### config.mk
export PLATFORM = sky130hd
export DESIGN_NAME = bbpe_decas
export DESIGN_NICKNAME = d
export VERILOG_FILES = /design/src/rtl/bbpe_pkg.sv /design/src/rtl/bbpe_decas.sv
export SDC_FILE = /design/constraint.sdc
export NUM_CORES = 2
export LEC_CHECK = 0
export BUFFER_PORTS_ARGS = -buffer_cell sky130_fd_sc_hd__buf_4
export CAP_MARGIN = 20
export CORE_MARGIN = 2
export CORE_UTILIZATION = 40
export CTS_CLUSTER_SIZE = 28
export DETAILED_ROUTE_END_ITERATION = 10
export HOLD_SLACK_MARGIN = 0.02
export PLACE_DENSITY_LB_ADDON = 0.3
export SKIP_LAST_GASP = 1
export SYNTH_ARGS = -nofsm -noshare
export SYNTH_HDL_FRONTEND = slang
export SYNTH_SLANG_ARGS = --single-unit
### constraint.sdc
create_clock -name clock -period 19.85 [get_ports clock]
set_input_delay 0.9925 -clock clock [delete_from_list [all_inputs] [get_ports clock]]
set_output_delay 0.9925 -clock clock [all_outputs]
set_load 0.02 [all_outputs]
### src/rtl/bbpe_pkg.sv
// Shared types and constants of the bicubic Bezier patch evaluator.
package bbpe_pkg;

   typedef enum logic {
      ACT_LOAD = 1'b0,
      ACT_EVAL = 1'b1
   } action_type;

   // Width of each normal component on the result ports.
   localparam int NRM_WIDTH = 40;

   // Cycles from an accepted evaluate transaction to its result strobe.
   localparam int EVAL_LATENCY = 8;

   // Tangent saturation limit, +-(2^31 - 1).
   localparam longint TAN_LIMIT = 64'sd2147483647;

endpackage

### src/rtl/bbpe_decas.sv
// Three-stage pipelined de Casteljau evaluation of one cubic curve.
module bbpe_decas
   import bbpe_pkg::*;
#(
   parameter int C = 16,
   parameter int F = 15
) (
   input  logic                 clock,
   input  logic signed [C-1:0]  p [4],
   input  logic        [F:0]    s,
   output logic signed [C-1:0]  val,
   output logic signed [(C+3 > 32 ? 32 : C+3)-1:0] tan,
   output logic        [F:0]    s_out
);

   localparam int TW  = (C + 3 > 32) ? 32 : C + 3;
   localparam int TXW = (C + 3 > 33) ? C + 3 : 33;
   localparam int PW  = C + F + 3;
   localparam logic signed [PW-1:0]  HALF = PW'(1) << (F - 1);
   localparam logic signed [TXW-1:0] TMAX = TXW'(TAN_LIMIT);
   localparam logic signed [TXW-1:0] TMIN = -TMAX;

   // a + round((b - a) * s / 2^F), half up; the result stays between a and b
   function automatic logic signed [C-1:0] lerp(input logic signed [C-1:0] a,
                                                input logic signed [C-1:0] b,
                                                input logic [F:0] w);
      logic signed [C:0]    d;
      logic signed [PW-1:0] pr;
      d  = {b[C-1], b} - {a[C-1], a};
      pr = d * $signed({1'b0, w});
      pr = pr + HALF;
      return a + pr[C+F-1:F];
   endfunction

   logic signed [C-1:0] a_ff [3];
   logic        [F:0]   s1_ff, s2_ff;
   logic signed [C-1:0] b0_ff, b1_ff;
   logic signed [C:0]   dt;
   logic signed [C+2:0] tf;
   logic signed [TXW-1:0] te;
   logic signed [TW-1:0] tan_in;

   always_comb begin
      dt = {b1_ff[C-1], b1_ff} - {b0_ff[C-1], b0_ff};
      tf = (C+3)'(dt) + ((C+3)'(dt) <<< 1);
      te = tf;
      if (te > TMAX) begin
         te = TMAX;
      end else if (te < TMIN) begin
         te = TMIN;
      end
      tan_in = te[TW-1:0];
   end

   always_ff @(posedge clock) begin
      a_ff[0] <= lerp(p[0], p[1], s);
      a_ff[1] <= lerp(p[1], p[2], s);
      a_ff[2] <= lerp(p[2], p[3], s);
      s1_ff   <= s;
      b0_ff   <= lerp(a_ff[0], a_ff[1], s1_ff);
      b1_ff   <= lerp(a_ff[1], a_ff[2], s1_ff);
      s2_ff   <= s1_ff;
      val     <= lerp(b0_ff, b1_ff, s2_ff);
      tan     <= tan_in;
      s_out   <= s2_ff;
   end

endmodule

* Yosys cells after proc, flatten, opt, wreduce, memory -nomap -nowiden *
Memories as Yosys holds them, arrays and structs flattened.
Index checks and enable logic that the tools add are counted.

operators by class
  add/subtract/negate cells = 19
  multipliers = 6
  order comparisons = 2
  muxes and demuxes = 1
  reductions and logical operators = 1

operator list
  operator                                                                         number
  31-bit by 16-bit adder with 31-bit output (second input constant)                6
  17-bit by 17-bit multiplier with 31-bit output                                   6
  16-bit by 16-bit subtractor with 17-bit output                                   6
  16-bit adder                                                                     6
  19-bit by 32-bit > comparator with 1-bit output (second input constant)          1
  19-bit by 32-bit less-than comparator with 1-bit output (second input constant)  1
  17-bit by 18-bit adder with 19-bit output                                        1
  19-bit two-way mux                                                               1
  2-bit OR reduction                                                               1

word-level totals
  flip-flop bits (word level) = 115
  bits in writable memories = 48
  bits of input ports = 81
  output and inout bits = 51
  logic and storage cells = 38
  memories kept = 1

memory list
  name  words  bits a word  rd ports  clocked after Yosys merged registers in  write ports  line              text
  a_ff  3      16           3         0                                        3            bbpe_decas.sv:35  logic signed [C-1:0] a_ff [3];

* Longest topological paths before layout *
An unclocked memory read counts as a cell.

  depth after elaboration = 5
  mapped depth = 47
  mapped depth without buffers = 46

* Worst setup path after synthesis *
No wires, ideal clock.

  path type = input-to-reg
  start = input p[32] (netlist name)
  end = memory a_ff[0][15]
  setup time = 0.130 ns
  arrival time = 10.256 ns
  data required time = 19.720 ns
  path slack = 9.464 ns
  stages on the path = 47
  buffers on the path = 1
  cells stage by stage = inv_1 ha_1 fa_1 nor2b_1 o21ai_1 a21boi_1 o21ai_0 nor2b_1 o21bai_1 a21oi_1 xnor2_1 clkbuf_1 and2_1 fa_1 inv_1 fa_1 inv_1 fa_1 (+11 left out) a21oi_1 and2_1 o21a_1 o21a_1 o21a_1 o21a_1 nor2_1 xnor2_1 ha_1 a21oi_1 o21ai_1 a21oi_1 nor2b_1 o21ai_0 a21oi_1 a31o_2 a31oi_1 xnor3_1

RTL lines
  element             line              text
  start: declaration  bbpe_decas.sv:9   input logic signed [C-1:0] p [4],
  end: declaration    bbpe_decas.sv:35

==> flow_metrics.env <==
export IMPL_worst_slack_ps=8870
export IMPL_final_setup_tns_ps=0
export IMPL_vias=50371
export IMPL_worstSetupPathType="reg2reg"
export IMPL_io_buffers=131
export IMPL_slew_violations=0
export IMPL_grt_pass1_wl_um=303000
export IMPL_synth_edf_count=0
export IMPL_finalSetupViolations=0
export IMPL_drtIter0Drc=2520
export IMPL_yosys_area_top_type="fa_1"
export IMPL_drc=0
export IMPL_grt_overflow=0
export IMPL_cp_start_kind="register"
export IMPL_cts_sinks=163
export IMPL_critPathMaxStageDelay_ps=700
export IMPL_final_cell_count_no_fill=10291
export IMPL_finalCritPeriodShare_pct=55.3
export IMPL_coreArea_mm2=0.176
export IMPL_syn_area_per_cell_um2=8.91
export IMPL_synthTopCellsByArea="fa_1 44%, ha_1 13%, inv_1 12%"
export IMPL_synth_nets=10321
export IMPL_post_dp_cell_area_mm2=0.0745
export IMPL_drt_wirelength_per_cell_um=18.1
export IMPL_post_cts_setup_buffers=0
export IMPL_synthFlopType="dfxtp_1"
export IMPL_ys_warn_count=0
export IMPL_synthArstFlopShare_pct=0
export IMPL_die_h_um=424
export IMPL_ys_ff_latch=163
export IMPL_synthToLayoutAreaGrowth_pct=6.29
export IMPL_grt_pass1_vias=55614
export IMPL_drt_total_wl_um=186000
export IMPL_synthCells=7931
export IMPL_final_area_mm2=0.0751
export IMPL_cp_slowest_cell="dfxtp_1"
export IMPL_nNetsFinal=10324
export IMPL_initial_core_util_pct=40.2
export IMPL_dp_cells=10254
export IMPL_hpwl_um=152000
export IMPL_regArea_mm2=0.00327
export IMPL_rsz0062_at_grt="no"
export IMPL_fmax_ghz=0.0911
export IMPL_cts_reportedPaths_clkPinSlew_ps=80
export IMPL_slew_headroom_pct=24.8
export IMPL_drive_gt1_share_pct=3.90
export IMPL_yosysMostFrequentCell="inv_1"
export IMPL_synth_top_area_share_pct=44.2
export IMPL_clockRootBuffer="clkbuf_16"
export IMPL_dieArea_mm2=0.180
export IMPL_drt_met1_wl_um=78700
export IMPL_clk_latency_ps=530
export IMPL_cts_max_path_buffers=2
export IMPL_synth_area_mm2=0.0707
export IMPL_track_usage_pct=21.6
export IMPL_io_pins=132
export IMPL_fill_cells=17493
export IMPL_cp_common_cell="fa_1"
export IMPL_grt_max_degree=53
export IMPL_worstMarginPinSlew_ps=1120
export IMPL_placement_rows=154
export IMPL_min_period_ps=10980
export IMPL_gp_congestion=0.860
export IMPL_synth_distinct_cells=75
export IMPL_cts_max_level=4
export IMPL_arrival_ps=11400
export IMPL_cap_violations=0
export IMPL_finalClockSkew_ps=26.0
export IMPL_wl_met2_um=94100
export IMPL_top_layer="met4"
export IMPL_required_ps=20270
export IMPL_hold_violations=0
export IMPL_die_width_um=424
export IMPL_ant_nets=0
export IMPL_cp_max_fo=16
export IMPL_cts_resized=0
export IMPL_ys_seq_area_share_pct=4.62
export IMPL_drt_pass1_iterations=7
export IMPL_crit_path_end_kind="register"
export IMPL_cts_buffers_inserted=17
export IMPL_synthTopCellsByCount="2,262 x inv_1, 1,561 x fa_1, 845 x and2_1"
export IMPL_tritoncts="yes"
export IMPL_drt_vias_per_instance=4.89
export IMPL_ctsHoldBuffers=0
export IMPL_multi_input_area_mm2=0.0580
export IMPL_antenna_found_initial=12
export IMPL_hold_path_class="reg2reg"
export IMPL_status="finished, final reports clean"
export IMPL_dp_slack_ps=8460
export IMPL_dr_wl_met3_um=7850
## state kept, by name, indices dropped and copies added (netlist names)
signal,cells
tan,19
a_ff,48
b0_ff,16
s1_ff,16
val,16
s2_ff,16
b1_ff,16
s_out,16
## routing by layer
layer	up-vias	global-route usage, %
met2	1166	38.7
met1	25850	27.2
met3	308	2.14
met5	-	0
met4	0	6.52
li1	23047	-
## final timing paths
| path | startpoint | to | slack, ps | cells after the start |
|---|---|---|---|---|
| setup / recovery | a_ff[0][17]$_DFF_P_ | b1_ff[15]$_DFF_P_ | 8870 | 41 |
| hold / removal | b0_ff[0]$_DFF_P_ | val[0]$_DFF_P_ | 540 | 1 |
| setup reg to reg | a_ff[0][17]$_DFF_P_ | b1_ff[15]$_DFF_P_ | 8870 | 41 |
| hold reg to reg | b0_ff[0]$_DFF_P_ | val[0]$_DFF_P_ | 540 | 1 |
## worst max-delay path, delay by kind of cell (launching register included)
family,cells,cell delay [ps]
buffers and inverters,6,700
xor gates and xnor gates,4,630
adders and majority gates,9,3990
AOI/OAI and AO/OA,15,3190
DFF,1,700
and+or+nand+nor,7,1650
## cell type report
class | count | area share, %
Antenna cell | 4 | 0.0133
Clock buffer | 19 | 0.589
Clock inverter | 13 | 0.203
Inverter | 2263 | 11.3
Multi-Input combinational cell | 5249 | 77.3
Sequential cell | 163 | 4.35
Tap cell | 2340 | 3.90
Timing Repair Buffer | 240 | 2.39
## cell families after synthesis
logic type | count (synthesis) | share of synthesized area (%)
and+or+nand+nor | 2059 | 15.2
muxes | 1 | 0.0159
xor gates and xnor gates | 349 | 4.38
DFF | 163 | 4.62
adders and majority gates | 2309 | 57.4
AOI/OAI and AO/OA | 531 | 4.96
buffers and inverters | 2519 | 13.4
## cells in the final DEF, fill, tap and decap left out, types with 11 or more instances in the layout
cell type,Yosys,layout
dfxtp_1,163,160
ha_1,748,748
o21bai_1,31,31
nor2_1,158,157
a21oi_1,171,171
inv_1,2262,2262
o21a_1,45,45
xnor2_1,279,274
a211oi_1,20,20
and3_1,11,11
nand3_1,30,30
buf_4,0,239
o21ai_0,73,73
nand2b_1,61,61
nor2b_1,167,167
nor3_1,71,70
nand2_1,663,663
clkbuf_16,0,17
or3_1,11,11
o21ai_1,13,13
a21o_1,61,61
xor2_1,67,64
fa_1,1561,1561
and2_1,845,845
## metrics by stage
stage / utilization, % / hold slack, ps
after detailed placement: 42.4 / 545
after global placement: 42.4 / 540
after CTS: 42.7 / 570
after global routing: 42.7 / 570
after floorplan: - / 329
final: 42.7 / 545
Power is left out: the tool's default activity adds up to more than one toggle a clock period on the data nets, which glitch-free logic cannot reach.
